[src/rtl/core/rhmp_ram.sv]
// Generic single-port-write, single-port-read RAM with registered read data.
// No dependencies.
`default_nettype none

module rhmp_ram #(
   parameter  int Width = 8,
   parameter  int Depth = 2,
   localparam int AddrW = (Depth > 1) ? $clog2(Depth) : 1
) (
   input  wire logic             clock,
   input  wire logic             we,
   input  wire logic [AddrW-1:0] waddr,
   input  wire logic [Width-1:0] wdata,
   input  wire logic             re,
   input  wire logic [AddrW-1:0] raddr,
   output logic      [Width-1:0] rdata
);

   logic [Width-1:0] mem_ff [Depth];
   logic [Width-1:0] rdata_ff;

   always_ff @(posedge clock) begin
      if (we) begin
         mem_ff[waddr] <= wdata;
      end
      if (re) begin
         rdata_ff <= mem_ff[raddr];
      end
   end

   assign rdata = rdata_ff;

endmodule

`default_nettype wire

[config.mk]
export PLATFORM = sky130hd
export DESIGN_NAME = rhmp_ram
export DESIGN_NICKNAME = d
export VERILOG_FILES = /design/src/rtl/core/rhmp_ram.sv
export SDC_FILE = /design/constraint.sdc
export NUM_CORES = 1
export LEC_CHECK = 0
export BUFFER_PORTS_ARGS = -buffer_cell sky130_fd_sc_hd__buf_2
export CAP_MARGIN = 20
export CORE_ASPECT_RATIO = 1.1
export CORE_MARGIN = 5
export CORE_UTILIZATION = 50
export DETAILED_ROUTE_END_ITERATION = 6
export GPL_TIMING_DRIVEN = 0
export HOLD_SLACK_MARGIN = 0.1
export MAX_ROUTING_LAYER = met4
export PLACE_DENSITY = 0.85
export REMOVE_ABC_BUFFERS = 1
export SLEW_MARGIN = 20
export SYNTH_ARGS = -nofsm -noshare
export SYNTH_HDL_FRONTEND = slang
export SYNTH_SLANG_ARGS = --single-unit
export TNS_END_PERCENT = 30
[constraint.sdc]
create_clock -name clock -period 1 [get_ports clock]
set_input_delay 0.05 -clock clock [delete_from_list [all_inputs] [get_ports clock]]
set_output_delay 0.05 -clock clock [all_outputs]
set_load 0.005 [all_outputs]
## After elaboration in Yosys (flattened, before gate mapping)

Memory sizes are Yosys's and may differ from the RTL's. A register that Yosys moved wholly into a read port is not among the register bits.
Index checks and enable logic that the tools add are counted.

- Register bits: 0
- Memory bits (writable): 16
- Bits of input ports: 13
- Output and inout port bits: 8
- Logic and storage cells: 3
- Memories: 1

- Mux-type cells: 2

Memory list:

| name | depth | bits a word | rd ports | clocked after memory_dff | write ports | line | source |
|---|---|---|---|---|---|---|---|
| mem_ff | 2 | 8 | 1 | 1 | 1 | 19 | `logic [Width-1:0] mem_ff [Depth];` |

Operators by type and width:

| cell | count |
|---|---|
| 1-bit 2-to-1 mux | 2 |

## Longest topological paths before layout

Gate-level depths: netlist of run 1.

- Word-level depth: 2
- Depth in mapped cells: 2
- Depth with buffers taken out: 1

## Least setup slack after synthesis of run 1

No wires, ideal clock.

- Path kind: flip-flop to flip-flop
- Start: memory mem_ff[0][0]
- End: register rdata_ff[0] (netlist: rdata[0]), read port of mem_ff (data pin)
- Setup time: 260 ps
- Arrival: 590 ps
- Data required time: 740 ps
- Setup slack: 150 ps
- Cell stages (with the launch flop): 2
- Buffers on the path: 0
- Clock period less this slack: 850 ps
- Cell sequence: edfxtp_1 mux2_4

RTL lines:

| what | line | source |
|---|---|---|
| from (decl) | 19 |  |
| to (decl) | 20 | `logic [Width-1:0] rdata_ff;` |

No word-level cell between the ends.

## Worst setup path in the final report of run 1

- Start: memory mem_ff[1][6]
- End: register rdata_ff[6] (netlist: rdata[6]), read port of mem_ff (data pin)

No word-level cell between the ends.

==> results.txt, run 1 <==
- 0 antenna diodes ended up in the layout.
* Number of global-route vias before repair: ~430
* Buffer depth of the longest clock path: 2
- Result of the run: completed
- For the worst setup path, the data required time is roughly 1100 ps.
- Summed over all layers, the global routing overflow is 0.
- In this run the worst hold path is classified as input pin to register.
* RSZ-0062 raised after global routing: false
* Crit end category: register
- Count of unique library cells instantiated by Yosys: 5
* CTS Root Cell: clkbuf_4
* Via density: between 4 and 5
* Combinational family with the most area after synthesis: multiplexers
- The number of placed instances, taps included, is between 70 and 80.
- Of the total synthesized cell area, the portion taken by full adders, half adders and majority gates is 0.
- DIE HEIGHT: between 50 and 60 um
* MaxCap Viol Count: 0
- Broken down by cell family, the worst path's largest delay share belongs to flip-flops.
* Wire length after detailed routing: roughly 1.1 mm
- Clock input transition at the sequential cells of the worst setup and hold paths: 120 ps
- In the final layout, the share of cells above drive strength 1 is 0.463.
- The worst setup path is launched from a register.
- Number of primary I/O pins: 21
* Setup clock skew after layout: ~4.6 ps
- In this run the tool buffered the top-level ports with 20 buffer cells.
- Clk sink count: 24
* WHS: 175 ps
* Xor and xnor area share after synthesis: 0
- Setup violations remaining at the end of the flow were counted as 0.
- Data arrival time of the critical path: around 960 ps
- After detailed routing, the average wire length per cell comes to about 13 um.
- Entering global routing, the biggest net connects 14 pins.
* Count of synthesis-stage warnings from yosys: 0
- CP cell instances: mux2_4
- Buffers and inverters on the worst path: 0
- Post-synthesis average cell area: approximately 25 um2
* Initial core utilization: 0.536
- The initial antenna violation count is 0.
- Max frequency: 1120 MHz
- Number of clock buffers inserted by TritonCTS: 3
- In the final timing run, aggregate negative setup slack is 0 ps.
- The first global-routing pass estimated 1.86 mm of wire.
- After clock tree synthesis, the flow added hold-fix buffers numbering 9.
* Pins over their slew limit: 0
- Power spread over the standard cell area amounts to 1610 mW/mm2.
* Largest stage delay on the critical path: ~400 ps
* Fraction of synthesized cell area taken by the top area cell type: 0.834
- Summing internal, switching and leakage power gives approximately 1.8 mW.
- In the post-synthesis netlist, the biggest area contributors are edfxtp_1, mux2_4, buf_6, and2_1, nor2b_1.
- Max H-tree Level: 1
* Min setup slack post-route: roughly 100 ps
* Cell taking the most area after synthesis: edfxtp_1
- Minimum clock period: ~900 ps
- Summing all flip-flop and latch instances after layout gives between 700 and 800 um2.
- The number of hold-slack violations in the final timing report came to 0.
- Most frequent standard cell in the layout excluding fill and tap cells: edfxtp_1
* CORE AREA: 0.00161 mm2
* Clock latency on the worst-skew pair: approximately 300 ps
- The detailed router placed a little over 400 vias in this run.
* Final weighted congestion in routability-driven placement: ~0.61
- Of the total synthesized cell area, the portion taken by AND, OR, NAND and NOR gates is 0.0145.
* Floorplan row count: 15
- CTS tree: built
- Post-synthesis cell area: ~860 um2
- The setup path with the least slack is of type register to register.
- # fillers: roughly 110
- Compound-Gate Fraction of Synth Area: 0
- The multi-input combinational cells in the finished layout cover a total of ~130 um2.
- Along the worst path, the maximum fanout reaches 1.
* Mux contribution to synthesized area: 0.139
- After the last flow step, the layout net total stands at 81.
- First-iteration detailed-routing DRC count: 2
- From left edge to right edge, the die measures slightly below 50 um.
- Drt first pass iters: 2
- Buffers inserted during post-CTS setup optimization: 0
- Post-cts sizing count: 0
- Remaining antenna violation count: 0
* Area added between synthesis and finish: 26.2%
- Die Footprint: roughly 0.0027 mm2
* Slew margin rel.: 0.545
- Largest vdd supply drop: approximately 0.0012 V
- The largest individual stage delay along the critical path comes from the cell edfxtp_1.
* Ratio of final minimum period to clock period: 0.896
- Sequential share of the synthesized area: 0.834
- Across every metal layer, demand over resource in global routing totals 0.0970.
* Slew of the pin with the lowest slew margin: 681 ps
- The finished layout holds 84 standard cells, fillers aside.
- # DRC: 0
- Cell count after synthesis: 35
- Leakage power summed over all cells: roughly 0.43 nW
- In the layout the commonest cells are edfxtp_1, buf_2, dlygate4sd3_1.
- Before CTS, the worst setup slack after placement is -98.8 ps.
* Number of storage elements in the synthesis netlist: 24
## registers in the layout, indices dropped and copies added (netlist names)
signal / count
rdata: 8
mem_ff: 16
## path summary, 6_finish.rpt
| path | startpoint | to | slack, ps | depth (start not counted) |
|---|---|---|---|---|
| worst max-delay path | mem_ff[1][6]$_DFFE_PP_ | rdata[6]$_DFFE_PP_ | 100 | 1 |
| worst min-delay path | waddr | mem_ff[0][2]$_DFFE_PP_ | 170 | 2 |
| worst max register to register | mem_ff[1][6]$_DFFE_PP_ | rdata[6]$_DFFE_PP_ | 100 | 1 |
| worst min register to register | mem_ff[0][3]$_DFFE_PP_ | rdata[3]$_DFFE_PP_ | 560 | 1 |
## cells by family after synthesis
logic type,after synthesis
DFF,24
and+or+nand+nor,2
buffers and inverters,1
muxes,8
## power by group
part / switching (mW) / internal, mW
combinational: 0.0565 / 0.0988
sequential: 0.0162 / 1.19
clock: 0.253 / 0.145
## area by class of cell
type	count	area share
Multi-Input combinational cell	10	0.122
Tap cell	17	0.0195
Timing Repair Buffer	29	0.174
Clock inverter	1	0.00344
Clock buffer	3	0.0206
Sequential cell	24	0.661
## routing by layer
metal,vias to the layer above,GRT usage,part of all wire
met5,-,-,0
met4,0,0.0262,0
met3,0,0.0332,0.093
met2,18,0.178,0.54
met1,187,0.0987,0.36
li1,201,-,-
## cells in the mapped netlist
library cell  count
nor2b_1           1
and2_1            1
buf_6             1
mux2_4            8
edfxtp_1         24
## per-stage QoR
stage,util,area [um2]
6_report,0.676,1090
5_1_grt,0.676,1090
4_1_cts,0.676,1090
3_5_place_dp,0.604,975
3_3_place_gp,0.604,975
2_1_floorplan,-,853
No activity file was read; power rests on OpenSTA's default activity.
==> inputs of run 2 (changes only) <==
--- a/config.mk
+++ b/config.mk
@@ -15,7 +15,6 @@
 export HOLD_SLACK_MARGIN = 0.1
 export MAX_ROUTING_LAYER = met4
 export PLACE_DENSITY = 0.85
-export REMOVE_ABC_BUFFERS = 1
 export SLEW_MARGIN = 20
 export SYNTH_ARGS = -nofsm -noshare
 export SYNTH_HDL_FRONTEND = slang
==> run 2 against run 1 <==
Effect of this change:
- wire length grew 9.6%
- die area did not move
- first-iteration DRC count decreased by 50%
- clock-buffer cell count stayed put
- core utilization grew 0.39 points
- sequential share of layout area is 0.38 points lower
- largest power group unchanged
==> results.txt, run 2 (same netlist as run 1, synthesis figures left out) <==
* Ratio of final minimum period to clock period: 0.913 (+0.0175)
* Hold-fix buffers at CTS: 9 (unchanged)
* Number of primary I/O pins: 21 (unchanged)
- The overall track demand over capacity in global routing was 0.107 (+0.0103).
- Post-cts sizing count: 0 (unchanged)
- The overall routed net length came to 1.22 mm (+9.6%).
- RSZ-0062 raised after global routing: false
- Buffers inserted during post-CTS setup optimization: 0 (unchanged)
- The number of buffers added on ports was 19 (-5.0%).
- First-iteration detailed-routing DRC count: 1 (-1)
- # DRC: 0 (unchanged)
- The transition time at the pin with the least slew margin came to 694 ps (+12.7 ps).
* Data arrival time of the critical path: 980 ps (+20 ps)
* Number of antenna cells inserted: 0 (unchanged)
* Minimum clock period: 913 ps (+17.5 ps)
* Pins over their slew limit: 0 (unchanged)
* Aggregate global routing overflow: 0 (unchanged)
- Data required time of the critical path: 1070 ps (about the same)
* Crit end category: register
- The number of placement rows was 15 (unchanged).
- The combined buffer and inverter count along the critical path came to 0 (unchanged).
- mem_ff holds more flip-flops than any other register.
- The number of buffers inserted during clock tree synthesis is 3 (unchanged).
- The max capacitance violation total was 0 (unchanged).
* Largest stage delay on the critical path: 410 ps (about the same)
- Remaining antenna violation count: 0 (unchanged)
* Fraction of final layout cells sized beyond drive strength 1: 0.463 (unchanged)
- Top Family by Delay on Critical Path: flip-flops
- The final hold slack is 128 ps (-46.8 ps).
- Most used cells in the layout excluding fill and tap cells: edfxtp_1, buf_2, dlygate4sd3_1
- Drt first pass iters: 2 (unchanged)
* Launching point of the worst reg2reg path: mem_ff[0][3]$_DFFE_PP_
* Largest net degree at the start of global routing: 14 (unchanged)
- The path class of the tightest hold or removal check is input pin to register.
- The flip-flop count of the largest register, all copies and words added was 16 (unchanged).
- Start point of the critical path: mem_ff[0][3]$_DFFE_PP_
* Initial core utilization: 0.536 (unchanged)
* Via density: 4.85 (+0.25%)
- The layout net count was 81 (unchanged).
- The tree is rooted in a clkbuf_4.
* Result of the run: completed
- The die area was 0.00266 mm2 (unchanged).
- The number of failing setup endpoints in the final timing report was 0 (unchanged).
- The number of vias after detailed routing is 407 (+0.25%).
- Global-route wire length before repair: 1.96 mm (+5.5%)
- Maximum fanout along the worst path: 1 (unchanged)
- For this design, the slowest cell found on the critical path is edfxtp_1.
- The worst-case headroom to the max-slew limit came to 0.537 (-0.00850).
- The number of levels in the clock H-tree came to 1 (unchanged).
- The clock net sink count was 24 (unchanged).
- Worst Hold Launch: raddr
* DIE WIDTH: 49.6 um (unchanged)
- Power Density: 1620 mW/mm2 (+0.35%)
- Leakage power summed over all cells: 0.433 nW (+0.49%)
- Hold violation total from the final report: 0 (unchanged)
* # fillers: 113 (+0.89%)
* Buffer depth of the longest clock path: 2 (unchanged)
* Synth Net Count: between 40 and 50
- The critical path in this run is classified as register to register.
- The maximum vdd ir drop came to 0.00102 V (-14%).
- CP cell instances: mux2_4
- The final weighted congestion in routability-driven placement was 0.624 (+2.9%).
* Area added between synthesis and finish: 26.9%
* Setup clock skew after layout: 4.11 ps (-0.472 ps)
* Max frequency: 1100 MHz (-1.9%)
- Antenna violations before repair: 0 (unchanged)
* Final design instance area without fill: 0.00110 mm2 (+0.57%)
- The worst setup path is launched from a register.
- Leaving out fill and tap cells, the most frequent cell in the layout is edfxtp_1.
- The cell area after placement is 981 um2 (+0.64%).
* CORE AREA: 0.00161 mm2 (unchanged)
- Clock latency on the worst-skew pair: 300 ps (about the same)
* Post-detailed-route wirelength per cell: 14.5 um (+9.6%)
- Clock input transition at the sequential cells of the worst setup and hold paths: 120 ps (about the same)
- Number of global-route vias before repair: 414 (-4.2%)
- The die height is 53.6 um (unchanged).
- TritonCTS built the clock tree.
run 2: layout make-up:
cell class	instances	area [um2]	area share
repair buffers	28	185	0.169
flip-flops and latches	24	721	0.657
clock inverters	1	3.75	0.00342
clock buffers	3	22.5	0.0205
well taps	17	21.3	0.0194
multi-input cells	10	133	0.121
plain buffers	1	11.3	0.0103
run 2: metrics by stage:
stage	total power [mW]	TNS, ps	std cells	utilization	setup slack, ps
after floorplan	1.30	0	35	-	150
after global placement	1.35	-258	71	0.608	-32.4
after detailed placement	1.36	-734	71	0.608	-91.8
after CTS	1.78	0	84	0.680	72.7
after global routing	1.85	0	84	0.680	62.4
final	1.77	0	84	0.680	86.9
run 2: path summary, 6_finish.rpt:
check,endpoint,slack [ps],cells after the start
worst max-delay path,rdata[3]$_DFFE_PP_,90,1
worst max register to register,rdata[3]$_DFFE_PP_,90,1
worst min register to register,rdata[0]$_DFFE_PP_,560,1
worst min-delay path,rdata[6]$_DFFE_PP_,130,2
run 2: routing by layer:
metal  GRT usage  vias to the layer above  share of wire
li1            -                      202              -
met1       0.114                      188           0.37
met2       0.186                       17           0.55
met3      0.0360                        0          0.080
met4      0.0393                        0              0
met5           -                        -              0
run 2: power breakdown:
| group | internal (mW) | leakage [nW] | total [mW] | switching (mW) |
|---|---|---|---|---|
| clock | 0.145 | 0.0154 | 0.408 | 0.263 |
| sequential | 1.19 | 0.228 | 1.20 | 0.0168 |
| combinational | 0.101 | 0.189 | 0.160 | 0.0587 |
| total | 1.43 | 0.433 | 1.77 | 0.338 |
==> inputs of run 3 (changes only) <==
--- a/config.mk
+++ b/config.mk
@@ -11,10 +11,10 @@
 export CORE_MARGIN = 5
 export CORE_UTILIZATION = 50
 export DETAILED_ROUTE_END_ITERATION = 6
-export GPL_TIMING_DRIVEN = 0
 export HOLD_SLACK_MARGIN = 0.1
 export MAX_ROUTING_LAYER = met4
 export PLACE_DENSITY = 0.85
+export REMOVE_ABC_BUFFERS = 1
 export SLEW_MARGIN = 20
 export SYNTH_ARGS = -nofsm -noshare
 export SYNTH_HDL_FRONTEND = slang
==> run 3 against run 2 <==
Effect of this change:
- non-clock buffer count increased by 1
- register-to-register slack improved by 20 ps
- clock-buffer cell count unchanged
- first-iteration DRC count rose to 4.0 times the previous value
- sequential power about the same
- total power shrank 1.6%
- critical path depth stayed put
- global-route usage down 0.32 points
- final cell count unchanged
- die area unchanged
- wire length fell by 7.0%
==> results.txt, run 3 (same netlist as run 1, synthesis figures left out) <==
- Result of the run: completed
- The leakage power summed over all cells is 0.434 nW (+0.33%).
- Worst setup path category: register to register
* Aggregate global routing overflow: 0 (unchanged)
- The number of levels in the clock H-tree is 1 (unchanged).
- The overall track demand over capacity in global routing came to 0.104 (-0.00325).
- Launching element type of the critical path: register
* # fillers: 111 (-1.8%)
- RSZ-0062 raised after global routing: false
- The transition time at the pin with the least slew margin is 350 ps (-343 ps).
* # DRC: 0 (unchanged)
* Area added between synthesis and finish: 26.6%
- Largest stage delay on the critical path: 390 ps (-20 ps)
- CTS Root Cell: clkbuf_4
- Total Neg Setup Slack: 0 ps (unchanged)
- Ratio of final minimum period to clock period: 0.896 (-0.0174)
- The average wire per standard cell was 13.5 um (-7.0%).
* Max frequency: 1120 MHz (+1.9%)
- The final hold slack was 222 ps (+94.3 ps).
* Number of clock buffers inserted by TritonCTS: 3 (unchanged)
- STA classifies the critical path endpoint as a register.
* Buffer depth of the longest clock path: 2 (unchanged)
- Wire length after detailed routing: 1.14 mm (-7.0%)
- Minimum clock period: 896 ps (-17.4 ps)
- Largest vdd supply drop: 0.00102 V (+0.65%)
- CTS tree: built
- DIE HEIGHT: 53.6 um (unchanged)
* Nets@finish: 82 (+1.2%)
- The worst-case headroom to the max-slew limit is 0.766 (+0.230).
* Clock latency on the worst-skew pair: 290 ps (about the same)
- Traced cell by cell, the critical path runs through mux2_4.
- Power Density: 1590 mW/mm2 (-1.4%)
- The cell area after placement was 982 um2 (+0.13%).
- Port Buf Inserts: 20 (+1)
- The cell family contributing the most delay on the critical path is flip-flops.
- CORE AREA: 0.00161 mm2 (unchanged)
- Via density: 4.89 (+0.98%)
- Number of global-route vias before repair: 471 (+14%)
* Class of the most critical hold timing path: input pin to register
- The clock-pin slew of the registers on the worst-case setup and hold paths was 110 ps (about the same).
- The top cell types in the final layout, fill and taps aside, are edfxtp_1, buf_2, dlygate4sd3_1.
- DIE WIDTH: 49.6 um (unchanged)
- The fraction of power spent switching nets was 0.181 (-0.0100).
- Share of total power in combinational logic: 0.091 (about the same)
- The library cell used most frequently in the layout, excluding fill and tap cells, is edfxtp_1.
* Die Footprint: 0.00266 mm2 (unchanged)
- Largest net degree at the start of global routing: 13 (-1)
* Number of primary I/O pins: 21 (unchanged)
* Buffers and inverters on the worst path: 0 (unchanged)
- Drt first pass iters: 3 (+1)
- Antenna violations before repair: 0 (unchanged)
- Flip-flop count of the largest register after layout: 16 (unchanged)
* Initial core utilization: 0.536 (unchanged)
- The post-CTS setup-driven buffer insertion count was 0 (unchanged).
- The data arrival time of the critical path was 950 ps (-30 ps).
* Clk sink count: 24 (unchanged)
- The fraction of power consumed by the clock network is 0.219 (-0.011).
- Routed via count: 411 (+0.98%)
- Counting flops per register, the top entry is mem_ff.
- The final weighted congestion in routability-driven placement was 0.626 (+0.32%).
* Remaining antenna violation count: 0 (unchanged)
- Reported net switching power: 0.315 mW (-6.8%)
* Global-route wire length before repair: 1.97 mm (+0.71%)
- Maximum fanout along the worst path: 1 (unchanged)
- The number of placement rows came to 15 (unchanged).
* Setup clock skew after layout: 0.438 ps (-3.67 ps)
* Fraction of final layout cells sized beyond drive strength 1: 0.478 (+0.0149)
- The register share of total power came to 0.690 (+0.011).
* Hold violation total from the final report: 0 (unchanged)
- MaxCap Viol Count: 0 (unchanged)
- The number of failing setup endpoints in the final timing report came to 0 (unchanged).
* Post-Place Worst Slack: 110 ps (+202 ps)
- The required time of the critical path is 1060 ps (about the same).
* Final design instance area without fill: 0.00109 mm2 (-0.23%)
- The total internal power is 1.43 mW (-0.40%).
- Crit path max-delay cell type: edfxtp_1
- The number of antenna cells inserted came to 0 (unchanged).
- The detailed router's first-iteration violation count came to 4 (+3).
- Min setup slack post-route: 104 ps (+17.4 ps)
* Pins over their slew limit: 0 (unchanged)
## run 3: changes by cell type in the layout (fill, tap and decap cells not counted)
| cell | change |
|---|---|
| buf_4 | +1 |
| clkinv_1 | -1 |
| buf_6 | -1 |
| buf_2 | +1 |
## run 3: worst paths after layout
check                    startpoint  depth (start not counted)                endpoint  slack, ps
max reg2reg  mem_ff[0][5]$_DFFE_PP_                          1      rdata[5]$_DFFE_PP_        100
max          mem_ff[0][5]$_DFFE_PP_                          1      rdata[5]$_DFFE_PP_        100
min reg2reg  mem_ff[0][0]$_DFFE_PP_                          1      rdata[0]$_DFFE_PP_        560
min                           waddr                          3  mem_ff[0][7]$_DFFE_PP_        220
## run 3: stage by stage
step	power (mW)	utilization	instances
floorplan	1.29	-	34
global placement	1.35	0.609	72
detailed placement	1.36	0.609	72
CTS	1.77	0.678	84
global route	1.83	0.678	84
finish	1.74	0.678	84
## run 3: final cells by class
class	instances	area, um2	area share
repair buffers	30	198	0.181
well taps	17	21.3	0.0194
multi-input cells	10	133	0.121
flip-flops and latches	24	721	0.658
clock buffers	3	22.5	0.0206
## run 3: worst min-delay path, cell delays in order
cell and delay, ps:
buf_2 90, nor2b_1 40, buf_4 160
## run 3: what timing repair did
item,in CTS,in global routing
gates resized for setup,0,0
hold buffers,9,0
hold endpoints to repair,24,0
## run 3: metal layers
| metal | GRT usage | wire length (um) |
|---|---|---|
| met2 | 0.189 | 609 |
| met4 | 0.0393 | 0 |
| met5 | - | 0 |
| met3 | 0.0388 | 81 |
| met1 | 0.101 | 445 |
## run 3: power by group through the flow
stage	Clock [mW]	Sequential, mW	Combinational, mW
after CTS	0.400	1.20	0.162
after global placement	0	1.22	0.128
after global routing	0.442	1.21	0.174
after detailed placement	0	1.23	0.135
after floorplan	0	1.23	0.0583
final	0.382	1.20	0.159
